==> src/rtl/tstu_pkg.sv <==
// Shared types and constants for the tank schedule and thermostat unit.
package tstu_pkg;

    typedef struct packed {
        logic [4:0]         clock_hour;
        logic [5:0]         clock_minute;
        logic [5:0]         clock_second;
        logic signed [15:0] water_temp;
        logic               sensor_present;
        logic               menu_active;
    } tstu_item_t;

    typedef struct packed {
        logic [4:0] cycle_hours;
        logic [7:0] duration;
    } tstu_run_cfg_t;

    typedef struct packed {
        logic [7:0] temp_setpoint;
        logic [4:0] light_on_hour;
        logic [4:0] light_off_hour;
    } tstu_clim_cfg_t;

    typedef enum logic [2:0] {
        REG_TEMP_SETPOINT     = 3'd0,
        REG_LIGHT_ON_HOUR     = 3'd1,
        REG_LIGHT_OFF_HOUR    = 3'd2,
        REG_FEED_CYCLE_HOURS  = 3'd3,
        REG_FEED_DURATION_SEC = 3'd4,
        REG_AIR_CYCLE_HOURS   = 3'd5,
        REG_AIR_DURATION_MIN  = 3'd6
    } tstu_reg_index_t;

    localparam logic signed [15:0] TEMP_LIMIT_16THS = 16'sd2400;
    localparam logic [7:0]  SETPOINT_UNSET      = 8'd255;
    localparam logic [7:0]  SETPOINT_DEFAULT    = 8'd25;
    localparam logic [4:0]  BACKLIGHT_DAY_START = 5'd8;
    localparam logic [4:0]  BACKLIGHT_DAY_END   = 5'd17;
    localparam logic [6:0]  HOURS_PER_DAY       = 7'd24;
    localparam logic [16:0] SEC_PER_HOUR        = 17'd3600;
    localparam logic [16:0] SEC_PER_MIN         = 17'd60;
    localparam logic [10:0] MIN_PER_HOUR        = 11'd60;
    localparam logic [16:0] SEC_PER_DAY         = 17'd86400;
    localparam logic [16:0] MIN_PER_DAY         = 17'd1440;

    localparam logic [7:0]  RST_TEMP_SETPOINT     = 8'd25;
    localparam logic [4:0]  RST_LIGHT_ON_HOUR     = 5'd8;
    localparam logic [4:0]  RST_LIGHT_OFF_HOUR    = 5'd20;
    localparam logic [4:0]  RST_FEED_CYCLE_HOURS  = 5'd0;
    localparam logic [7:0]  RST_FEED_DURATION_SEC = 8'd5;
    localparam logic [4:0]  RST_AIR_CYCLE_HOURS   = 5'd0;
    localparam logic [7:0]  RST_AIR_DURATION_MIN  = 8'd10;

endpackage

==> src/rtl/tstu_climate.sv <==
// Heater thermostat, light window and backlight schedule state.
module tstu_climate (
    input  logic                  aclk,
    input  logic                  aresetn,
    input  logic                  tick,
    input  tstu_pkg::tstu_item_t  item,
    input  tstu_pkg::tstu_clim_cfg_t cfg,
    output logic                  heater_on,
    output logic                  light_on,
    output logic                  backlight_on
);
    import tstu_pkg::*;

    logic               heater_reg, heater_next;
    logic               light_reg, light_next;
    logic               backlight_reg, backlight_next;
    logic [7:0]         setpoint;
    logic signed [15:0] setpoint16;

    assign setpoint   = (cfg.temp_setpoint == SETPOINT_UNSET) ? SETPOINT_DEFAULT
                                                               : cfg.temp_setpoint;
    assign setpoint16 = signed'({4'b0000, setpoint, 4'b0000});

    always_comb begin
        heater_next    = heater_reg;
        light_next     = light_reg;
        backlight_next = backlight_reg;
        if (tick) begin
            if (item.menu_active) begin
                backlight_next = 1'b1;
            end else begin
                backlight_next = (item.clock_hour > BACKLIGHT_DAY_END) ||
                                 (item.clock_hour < BACKLIGHT_DAY_START);
                if (item.sensor_present && (item.water_temp < TEMP_LIMIT_16THS)) begin
                    if (setpoint16 > item.water_temp) begin
                        heater_next = 1'b1;
                    end else if (setpoint16 < item.water_temp) begin
                        heater_next = 1'b0;
                    end
                end else begin
                    heater_next = 1'b0;
                end
                if (cfg.light_on_hour < cfg.light_off_hour) begin
                    light_next = (item.clock_hour >= cfg.light_on_hour) &&
                                 (item.clock_hour < cfg.light_off_hour);
                end else if (cfg.light_on_hour > cfg.light_off_hour) begin
                    light_next = (item.clock_hour >= cfg.light_on_hour) ||
                                 (item.clock_hour < cfg.light_off_hour);
                end else begin
                    light_next = 1'b0;
                end
            end
        end
    end

    always_ff @(posedge aclk) begin
        if (!aresetn) begin
            heater_reg    <= 1'b1;
            light_reg     <= 1'b1;
            backlight_reg <= 1'b1;
        end else begin
            heater_reg    <= heater_next;
            light_reg     <= light_next;
            backlight_reg <= backlight_next;
        end
    end

    assign heater_on    = heater_reg;
    assign light_on     = light_reg;
    assign backlight_on = backlight_reg;

endmodule

==> src/rtl/tstu_runner.sv <==
// Periodic run timer shared by the feeder and the air pump.
module tstu_runner (
    input  logic                    aclk,
    input  logic                    aresetn,
    input  logic                    tick,
    input  logic [4:0]              hour,
    input  logic [16:0]             now,
    input  logic [16:0]             day_len,
    input  tstu_pkg::tstu_run_cfg_t cfg,
    output logic                    running
);
    import tstu_pkg::*;

    logic        running_reg, running_next;
    logic [16:0] start_reg, start_next;
    logic [4:0]  last_hour_reg, last_hour_next;
    logic [6:0]  hdiff_raw;
    logic [4:0]  hdiff;
    logic        due;
    logic [18:0] day2, day3, span, span_mod;
    logic [16:0] elapsed;

    assign hdiff_raw = 7'(hour) + (HOURS_PER_DAY << 1) - 7'(last_hour_reg);

    always_comb begin
        priority if (hdiff_raw >= 7'(3 * HOURS_PER_DAY)) begin
            hdiff = 5'(hdiff_raw - 7'(3 * HOURS_PER_DAY));
        end else if (hdiff_raw >= (HOURS_PER_DAY << 1)) begin
            hdiff = 5'(hdiff_raw - (HOURS_PER_DAY << 1));
        end else if (hdiff_raw >= HOURS_PER_DAY) begin
            hdiff = 5'(hdiff_raw - HOURS_PER_DAY);
        end else begin
            hdiff = 5'(hdiff_raw);
        end
    end

    assign due  = (cfg.cycle_hours != 5'd0) && (hdiff >= cfg.cycle_hours);
    assign day2 = {1'b0, day_len, 1'b0};
    assign day3 = day2 + 19'(day_len);
    assign span = 19'(now) + day2 - 19'(start_reg);

    always_comb begin
        priority if (span >= day3) begin
            span_mod = span - day3;
        end else if (span >= day2) begin
            span_mod = span - day2;
        end else if (span >= 19'(day_len)) begin
            span_mod = span - 19'(day_len);
        end else begin
            span_mod = span;
        end
    end

    assign elapsed = span_mod[16:0];

    always_comb begin
        running_next   = running_reg;
        start_next     = start_reg;
        last_hour_next = last_hour_reg;
        if (tick && due) begin
            if (!running_reg) begin
                running_next = 1'b1;
                start_next   = now;
            end else if (17'(cfg.duration) < elapsed) begin
                running_next   = 1'b0;
                last_hour_next = hour;
            end
        end
    end

    always_ff @(posedge aclk) begin
        if (!aresetn) begin
            running_reg   <= 1'b0;
            start_reg     <= '0;
            last_hour_reg <= '0;
        end else begin
            running_reg   <= running_next;
            start_reg     <= start_next;
            last_hour_reg <= last_hour_next;
        end
    end

    assign running = running_reg;

endmodule

==> src/rtl/tank_schedule_and_thermostat_unit.sv <==
// Top level of the tank schedule and thermostat unit.
//
//  channel   | ports                          | direction
//  ----------+--------------------------------+----------
//  s_        | s_valid/s_ready, six fields    | in
//  m_        | m_valid/m_ready, five drives   | out
//  cfg_      | cfg_valid/cfg_ready, index,data| in
//
// One transaction per clock is sustained while m_ready stays high; a taken input waits
// in the input register before the state update, which registers its result.
// The state registers themselves form the result register.
// Reset is synchronous; every register but the input register is reset.
// A stalled result holds the input register; the next transaction is taken in the
// same cycle the waiting result leaves.
module tank_schedule_and_thermostat_unit (
    input  logic               aclk,
    input  logic               aresetn,
    input  logic               s_valid,
    output logic               s_ready,
    input  logic [4:0]         s_clock_hour,
    input  logic [5:0]         s_clock_minute,
    input  logic [5:0]         s_clock_second,
    input  logic signed [15:0] s_water_temp,
    input  logic               s_sensor_present,
    input  logic               s_menu_active,
    output logic               m_valid,
    input  logic               m_ready,
    output logic               m_heater_on,
    output logic               m_light_on,
    output logic               m_feeder_on,
    output logic               m_air_on,
    output logic               m_backlight_on,
    input  logic               cfg_valid,
    output logic               cfg_ready,
    input  logic [2:0]         cfg_index,
    input  logic [7:0]         cfg_data
);
    import tstu_pkg::*;

    tstu_item_t     item_reg;
    logic           in_valid_reg, in_valid_next;
    logic           m_valid_reg, m_valid_next;
    logic           advance;
    logic           run_tick;
    tstu_clim_cfg_t clim_cfg_reg;
    tstu_run_cfg_t  feed_cfg_reg;
    tstu_run_cfg_t  air_cfg_reg;
    logic [16:0]    feed_now;
    logic [10:0]    air_now;

    assign advance   = in_valid_reg && (!m_valid_reg || m_ready);
    assign s_ready   = !in_valid_reg || advance;
    assign cfg_ready = 1'b1;
    assign run_tick  = advance && !item_reg.menu_active;

    always_comb begin
        in_valid_next = in_valid_reg;
        m_valid_next  = m_valid_reg;
        if (s_valid && s_ready) begin
            in_valid_next = 1'b1;
        end else if (advance) begin
            in_valid_next = 1'b0;
        end
        if (advance) begin
            m_valid_next = 1'b1;
        end else if (m_ready) begin
            m_valid_next = 1'b0;
        end
    end

    always_ff @(posedge aclk) begin
        if (!aresetn) begin
            in_valid_reg <= 1'b0;
            m_valid_reg  <= 1'b0;
        end else begin
            in_valid_reg <= in_valid_next;
            m_valid_reg  <= m_valid_next;
        end
    end

    always_ff @(posedge aclk) begin
        if (s_valid && s_ready) begin
            item_reg.clock_hour     <= s_clock_hour;
            item_reg.clock_minute   <= s_clock_minute;
            item_reg.clock_second   <= s_clock_second;
            item_reg.water_temp     <= s_water_temp;
            item_reg.sensor_present <= s_sensor_present;
            item_reg.menu_active    <= s_menu_active;
        end
    end

    always_ff @(posedge aclk) begin
        if (!aresetn) begin
            clim_cfg_reg.temp_setpoint  <= RST_TEMP_SETPOINT;
            clim_cfg_reg.light_on_hour  <= RST_LIGHT_ON_HOUR;
            clim_cfg_reg.light_off_hour <= RST_LIGHT_OFF_HOUR;
            feed_cfg_reg.cycle_hours    <= RST_FEED_CYCLE_HOURS;
            feed_cfg_reg.duration       <= RST_FEED_DURATION_SEC;
            air_cfg_reg.cycle_hours     <= RST_AIR_CYCLE_HOURS;
            air_cfg_reg.duration        <= RST_AIR_DURATION_MIN;
        end else if (cfg_valid && cfg_ready) begin
            unique case (cfg_index)
                REG_TEMP_SETPOINT:     clim_cfg_reg.temp_setpoint  <= cfg_data;
                REG_LIGHT_ON_HOUR:     clim_cfg_reg.light_on_hour  <= cfg_data[4:0];
                REG_LIGHT_OFF_HOUR:    clim_cfg_reg.light_off_hour <= cfg_data[4:0];
                REG_FEED_CYCLE_HOURS:  feed_cfg_reg.cycle_hours    <= cfg_data[4:0];
                REG_FEED_DURATION_SEC: feed_cfg_reg.duration       <= cfg_data;
                REG_AIR_CYCLE_HOURS:   air_cfg_reg.cycle_hours     <= cfg_data[4:0];
                REG_AIR_DURATION_MIN:  air_cfg_reg.duration        <= cfg_data;
                default: begin
                end
            endcase
        end
    end

    assign feed_now = 17'(item_reg.clock_hour) * SEC_PER_HOUR +
                      17'(item_reg.clock_minute) * SEC_PER_MIN +
                      17'(item_reg.clock_second);
    assign air_now  = 11'(item_reg.clock_hour) * MIN_PER_HOUR +
                      11'(item_reg.clock_minute);

    tstu_climate u_climate (
        .aclk         (aclk),
        .aresetn      (aresetn),
        .tick         (advance),
        .item         (item_reg),
        .cfg          (clim_cfg_reg),
        .heater_on    (m_heater_on),
        .light_on     (m_light_on),
        .backlight_on (m_backlight_on)
    );

    tstu_runner u_feed (
        .aclk    (aclk),
        .aresetn (aresetn),
        .tick    (run_tick),
        .hour    (item_reg.clock_hour),
        .now     (feed_now),
        .day_len (SEC_PER_DAY),
        .cfg     (feed_cfg_reg),
        .running (m_feeder_on)
    );

    tstu_runner u_air (
        .aclk    (aclk),
        .aresetn (aresetn),
        .tick    (run_tick),
        .hour    (item_reg.clock_hour),
        .now     (17'(air_now)),
        .day_len (MIN_PER_DAY),
        .cfg     (air_cfg_reg),
        .running (m_air_on)
    );

    assign m_valid = m_valid_reg;

    a_menu_holds_heater: assert property (@(posedge aclk) disable iff (!aresetn)
        advance && item_reg.menu_active |=> m_heater_on == $past(m_heater_on))
        else $error("heater changed on a menu transaction");

    a_menu_backlight: assert property (@(posedge aclk) disable iff (!aresetn)
        advance && item_reg.menu_active |=> m_backlight_on)
        else $error("backlight not forced on by menu transaction");

    a_no_sensor_heater_off: assert property (@(posedge aclk) disable iff (!aresetn)
        advance && !item_reg.menu_active && !item_reg.sensor_present |=> !m_heater_on)
        else $error("heater on without a sensor");

    a_feed_disabled: assert property (@(posedge aclk) disable iff (!aresetn)
        feed_cfg_reg.cycle_hours == 5'd0 && !m_feeder_on |=> !m_feeder_on)
        else $error("feeder started while disabled");

    a_result_from_input: assert property (@(posedge aclk) disable iff (!aresetn)
        $rose(m_valid_reg) |-> $past(advance))
        else $error("result valid without a transaction");

endmodule

==> config.mk <==
export PLATFORM = sky130hd
export DESIGN_NAME = tank_schedule_and_thermostat_unit
export DESIGN_NICKNAME = d
export VERILOG_FILES = /design/src/rtl/tstu_pkg.sv /design/src/rtl/tstu_climate.sv /design/src/rtl/tstu_runner.sv /design/src/rtl/tank_schedule_and_thermostat_unit.sv
export SDC_FILE = /design/constraint.sdc
export NUM_CORES = 1
export LEC_CHECK = 0
export ABC_AREA = 1
export BUFFER_PORTS_ARGS = -buffer_cell sky130_fd_sc_hd__buf_2
export CELL_PAD_IN_SITES_DETAIL_PLACEMENT = 0
export CELL_PAD_IN_SITES_GLOBAL_PLACEMENT = 1
export CORE_MARGIN = 1
export CORE_UTILIZATION = 48
export CTS_BUF_LIST = sky130_fd_sc_hd__clkbuf_4
export DETAILED_ROUTE_END_ITERATION = 8
export PLACE_DENSITY_LB_ADDON = 0.1
export RECOVER_POWER = 25
export SYNTH_ARGS = -nofsm -noshare
export SYNTH_HDL_FRONTEND = slang
export SYNTH_SLANG_ARGS = --single-unit
==> constraint.sdc <==
create_clock -name aclk -period 8.9 [get_ports aclk]
set_input_delay 0.445 -clock aclk [delete_from_list [all_inputs] [get_ports aclk]]
set_output_delay 0.445 -clock aclk [all_outputs]
set_load 0.01 [all_outputs]
# Word-level counts from Yosys, hierarchy flattened
# Cells that the tools add are included.
# totals
register_bits	124
output_inout_bits	8
wordCells	146
inputBits	51
# classes
multipliers	3
n_lt_le_gt_ge	25
muxes	27
add_sub_neg	22
eq_ne	8
n_reduce_logical	34
bitwise	3
# op_table
cell	count
17-bit two-way mux	6
19-bit by 18-bit greater-or-equal comparator with 1-bit output (second input constant)	2
8-bit by 17-bit less-than comparator with 1-bit output	2
17-bit subtractor (second input constant)	2
5-bit two-way mux	6
2-bit AND reduction	10
5-bit subtractor (second input constant)	4
17-bit by 18-bit adder with 19-bit output (second input constant)	1
19-bit by 11-bit greater-or-equal comparator with 1-bit output (second input constant)	1
19-bit by 12-bit greater-or-equal comparator with 1-bit output (second input constant)	1
19-bit by 13-bit greater-or-equal comparator with 1-bit output (second input constant)	1
19-bit by 17-bit greater-or-equal comparator with 1-bit output (second input constant)	1
19-bit by 17-bit subtractor with 19-bit output	1
17-bit by 12-bit adder with 17-bit output	1
17-bit by 6-bit adder with 17-bit output	1
17-bit by 11-bit subtractor with 17-bit output (second input constant)	1
17-bit by 12-bit subtractor with 17-bit output (second input constant)	1
17-bit by 13-bit subtractor with 17-bit output (second input constant)	1
17-bit by 16-bit subtractor with 17-bit output (second input constant)	1
13-bit by 16-bit > comparator with 1-bit output	1
13-bit by 16-bit less-than comparator with 1-bit output	1
16-bit by 13-bit less-than comparator with 1-bit output (second input constant)	1
5-bit greater-or-equal comparator	3
7-bit by 5-bit greater-or-equal comparator with 1-bit output (second input constant)	2
30 further kinds	70

# Depth between registers and ports, before layout
# depth
ltp_word	12
ltp_mapped	53
mapped_depth_nobuf	51

# Modules after synthesis
# From an unflattened synthesis, not the netlist that was laid out.
# hier_totals
hier_cells	2735
area_unflattened_um2	18855.6
# by_module_without_submodules
module	area_per_inst_um2	cells_each	seq_area_each_um2	n_inst
tstu_runner at u_air	6472.5	1002	460.4	1
tstu_runner at u_feed	6339.8	987	460.4	1
tank_schedule_and_thermostat_unit	5168.7	601	1971.9	1
tstu_climate	874.6	145	60.1	1

# Worst setup path before layout
# OpenSTA, ideal clock, no wires.
# synth_path
path_kind	register -> register
start	reg item_reg[27] (netlist name)
end	reg u_feed.last_hour_reg[0]
required_time_ns	8.785
n_path_buf	1
setup_time_ns	0.115
synth_period_minus_slack_ns	7.415
arrival_time_ns	7.300
setup_slack_ns	1.485
stages_incl_launch_ff	51
cell_sequence	edfxtp_1 > inv_1 > fa_1 > fa_1 > inv_1 > ha_1 > a21oi_1 > nand2_1 > xnor2_1 > inv_1 > ha_1 > ha_1 > a21oi_1 > o21ai_0 > a21o_1 > a21oi_1 > nor2_1 > o21ai_0 > [15 not listed] > nor2_4 > nand3_2 > nand3_4 > inv_2 > nor2_2 > nor2_1 > xor2_1 > ha_1 > nand2_1 > nand2_1 > nand2_1 > a21oi_1 > nand3_1 > nor2_1 > nand3_1 > buf_6 > a21oi_1 > nor2_1
# synth_between
elab_chain_len	11
word_cells_on_any_way	16
classes_between	7 x add/sub; 1 x mul; 4 x order compare; 3 x mux; 1 x reduce/logical
# synth_lines
item	line_no	source
start, declared	tank_schedule_and_thermostat_unit.sv:40	tstu_item_t item_reg;
6-bit by 4-bit multiplier with 10-bit output *	tank_schedule_and_thermostat_unit.sv:117	17'(item_reg.clock_minute) * SEC_PER_MIN +
17-bit by 12-bit adder with 17-bit output *	tank_schedule_and_thermostat_unit.sv:116	assign feed_now = 17'(item_reg.clock_hour) * SEC_PER_HOUR +
17-bit by 6-bit adder with 17-bit output *	tank_schedule_and_thermostat_unit.sv:117	
named net feed_now[14]	tank_schedule_and_thermostat_unit.sv:48	logic [16:0] feed_now;
17-bit by 18-bit adder with 19-bit output *	tstu_runner.sv:40	assign span = 19'(now) + day2 - 19'(start_reg);
19-bit by 17-bit subtractor with 19-bit output *	tstu_runner.sv:40	
17-bit subtractor / 19-bit by 17-bit greater-or-equal comparator with 1-bit output (equally long branches)	tstu_runner.sv:48, tstu_runner.sv:47	
17-bit two-way mux	tstu_runner.sv:47	end else if (span >= 19'(day_len)) begin
17-bit two-way mux	tstu_runner.sv:45	end else if (span >= day2) begin
17-bit two-way mux *	tstu_runner.sv:43	priority if (span >= day3) begin
8-bit by 17-bit less-than comparator with 1-bit output *	tstu_runner.sv:64	end else if (17'(cfg.duration) < elapsed) begin
3-bit AND reduction (no line) *	-	
end signal, assigned	tstu_runner.sv:79	last_hour_reg <= last_hour_next;
end, declared	tstu_runner.sv:16	logic [4:0] last_hour_reg, last_hour_next;
# Mark *: on every way through the listed nets, which the timed path passes. The rest lies on a longest branch.
# A chain may end at the register's enable or synchronous reset.

# Final worst setup path
# layout_path
start	reg item_reg[24] (netlist name)
end	reg u_feed.last_hour_reg[2]
# The elaborated chain is that of the path after synthesis.

==> metrics <==
CTS Buf Count=17; DR vias=10.49k; Tightest Pin Transition=0.7916 ns; Setup WS post-layout=0.7819 ns; CTS root buffer=clkbuf_4; Filler cells=2,589; HP Class=primary input to register; # DRC=0; met3 routed WL=960 um; Seq/Total Area, Yosys=23.14%; post-place instance area=12,850 um^2; largest net degree at the start of global routing=83; initial antenna violation count=1; # IOs=59; clock sink count=124; sequential cell area=2833 um^2; area grow syn2layout=8.616%; final wirelength=29,640 um; layout cells sized above 1=9.632%; Layout Cells excl Fill=2,096; top sig layer=met4; GRT Residual Overflow=0; Met2 Wirelength=13,130 um; post-synth net total=1,955; Worst setup SP type=register; initial core utilization=48.76%; crit-path max cell delay=0.55 ns; Row Count=58; crit share post-route=91.21%; cell mode on critical path=nand2_1; Mapped Area=12,240 um^2; Yosys warning total=0; all-layer global routing usage=23.59%; Max FO, Critical Path=11; DR iter-0 viols=541; DR vias/cell=5.003; Final Max Tran Viols=0; post-synthesis area per instance=7.292 um^2; status=finished, final reports clean; 1st-pass router iterations=5; Period minus WS final=8.118 ns; Synth Flop Type=dfxtp_1; Max Clock Skew=0.02401 ns; Fin. Hold Viols=0; critical path's top delay family=adder cells; FMAX=123.2 MHz; Bufs and invs on worst path=4; CP max-delay cell=fa_1; design area=13,300 um^2; placed cells=2,048; Placer Congestion=0.9083; EDFF count, synth=35; Hold Path Stages=1; Rel. slew slack=47.22%; htree depth=4; area of the multi-input gates=8138 um^2; CTS tree=built; Reg2Reg Depth=43; Crit path depth=43; WS Path Type=register to register; Antenna Nets Post-Route=0; full die area=26,150 um^2; vias in the first global route=9,860; Synth Instances=1,679; Worst Path Arrival=8.60 ns; core area=25,110 um^2; DP HPWL=23,760 um; Met1 Wirelength=15,090 um; clock transition at the registers of the reported paths=0.14 ns; Clock Latency Late Sink=0.56 ns; first-pass GRT wire length=49,020 um; max FFs per register=35; clk buf depth=2; async set-reset flop share out of synthesis=0%; crit end category=register; Synth Register Bits=124; nets=2,028; Yosys cell types=59; Die Y=161.7 um; drt wl/cell=14.14 um; Required @ worst endpoint=9.38 ns; port buffer count=57; max-cap viol count=0; pre-CTS setup slack=0.5204 ns; Die Span X=161.7 um; count of final setup violators=0
-- path summary, 6_finish.rpt --
path	slack (ns)	to	start
min	0.06	item_reg[18]	s_clock_second[0]
max reg2reg	0.78	u_feed.last_hour_reg[2]	item_reg[24]
min reg2reg	0.47	u_feed.start_reg[5]	u_feed.start_reg[5]
max	0.78	u_feed.last_hour_reg[2]	item_reg[24]
-- stage by stage --
| stage | utilization [%] | hold WS [ns] | setup TNS (ns) |
|---|---|---|---|
| 4_1_cts | 52.82 | 0.0001925 | 0 |
| 3_5_place_dp | 51.19 | 0.4540 | 0 |
| 2_1_floorplan | - | 0.4236 | 0 |
| 5_1_grt | 52.96 | 0.001738 | -0.02166 |
| 3_3_place_gp | 51.19 | 0.4447 | 0 |
| 6_report | 52.96 | 0.05831 | 0 |
-- routing by layer --
layer  global-route usage (%)  vias to the layer above
met5                        0                        -
met4                    6.046                        0
met3                    2.656                       32
met2                    38.38                      169
met1                    33.20                     4702
li1                         -                     5583
-- cell type report --
type,instances,share of cell area (%)
clock inverters,15,1.214
inverters,309,8.722
multi-input cells,1222,61.20
repair buffers,78,3.481
diodes,1,0.01882
clock buffers,17,0.9597
well taps,330,3.105
flip-flops and latches,124,21.30
-- what timing repair did --
| item | 4_1_cts | 5_1_grt |
|---|---|---|
| hold endpoints to repair | 12 | 0 |
| hold buffers | 12 | 0 |
| gates resized for setup | 0 | 4 |
| buffers inserted | 0 | 3 |
| endpoints found under the setup margin | 0 | 6 |
-- synth_stat cells, types with 3 or more instances --
master | n | share of area, %
inv_1 | 295 | 9.0
nand2_1 | 329 | 10
nor4_1 | 3 | 0.15
a21o_1 | 8 | 0.49
o21ai_0 | 93 | 3.8
a21oi_2 | 4 | 0.29
edfxtp_1 | 35 | 8.6
nor2_4 | 4 | 0.37
o211ai_1 | 7 | 0.43
nand3b_1 | 6 | 0.37
ha_1 | 200 | 20
nor2_2 | 12 | 0.61
fa_1 | 25 | 4.1
buf_6 | 4 | 0.37
o21a_1 | 4 | 0.25
clkinv_1 | 4 | 0.12
buf_4 | 3 | 0.18
nand3_2 | 9 | 0.74
dfxtp_1 | 89 | 15
xnor2_1 | 18 | 1.3
clkbuf_1 | 16 | 0.49
nor3_1 | 7 | 0.29
a31oi_1 | 5 | 0.26
o21ai_1 | 6 | 0.25
o221ai_1 | 4 | 0.29
nand4_1 | 19 | 0.97
inv_2 | 10 | 0.31
a21oi_1 | 130 | 5.3
and2_1 | 9 | 0.46
nand3_1 | 86 | 3.5
o21bai_1 | 7 | 0.43
xor2_1 | 42 | 3.0
nor2_1 | 131 | 4.0
nand2_2 | 20 | 1.0
nand2_4 | 4 | 0.37
-- cells in the final DEF (no fill, tap or decap), types with 11 or more instances in the layout --
cell type	n
inv_1	294
nand4_1	19
nand2_1	329
edfxtp_1	35
buf_2	49
nand3_1	85
xnor2_1	18
nand2_2	20
a21oi_1	130
fa_1	25
ha_1	200
nor2_1	131
clkbuf_4	17
xor2_1	42
o21ai_0	93
dlygate4sd3_1	12
dfxtp_1	89
inv_2	11
nor2_2	12
-- logic make-up (layout without fill, tap and decap cells) --
group | count (synthesis) | count (layout) | share of synthesized area (%)
xor+xnor | 65 | 65 | 5.141
fa+ha+maj | 225 | 225 | 24.53
compound gates | 281 | 281 | 12.81
flops | 124 | 124 | 23.14
other cells | 1 | 2 | 0.03063
simple gates | 650 | 650 | 23.80
buf+inv | 333 | 419 | 10.56
Power is not shown: default switching activity piles up to over one toggle a cycle in this logic, so the estimate is an artifact.
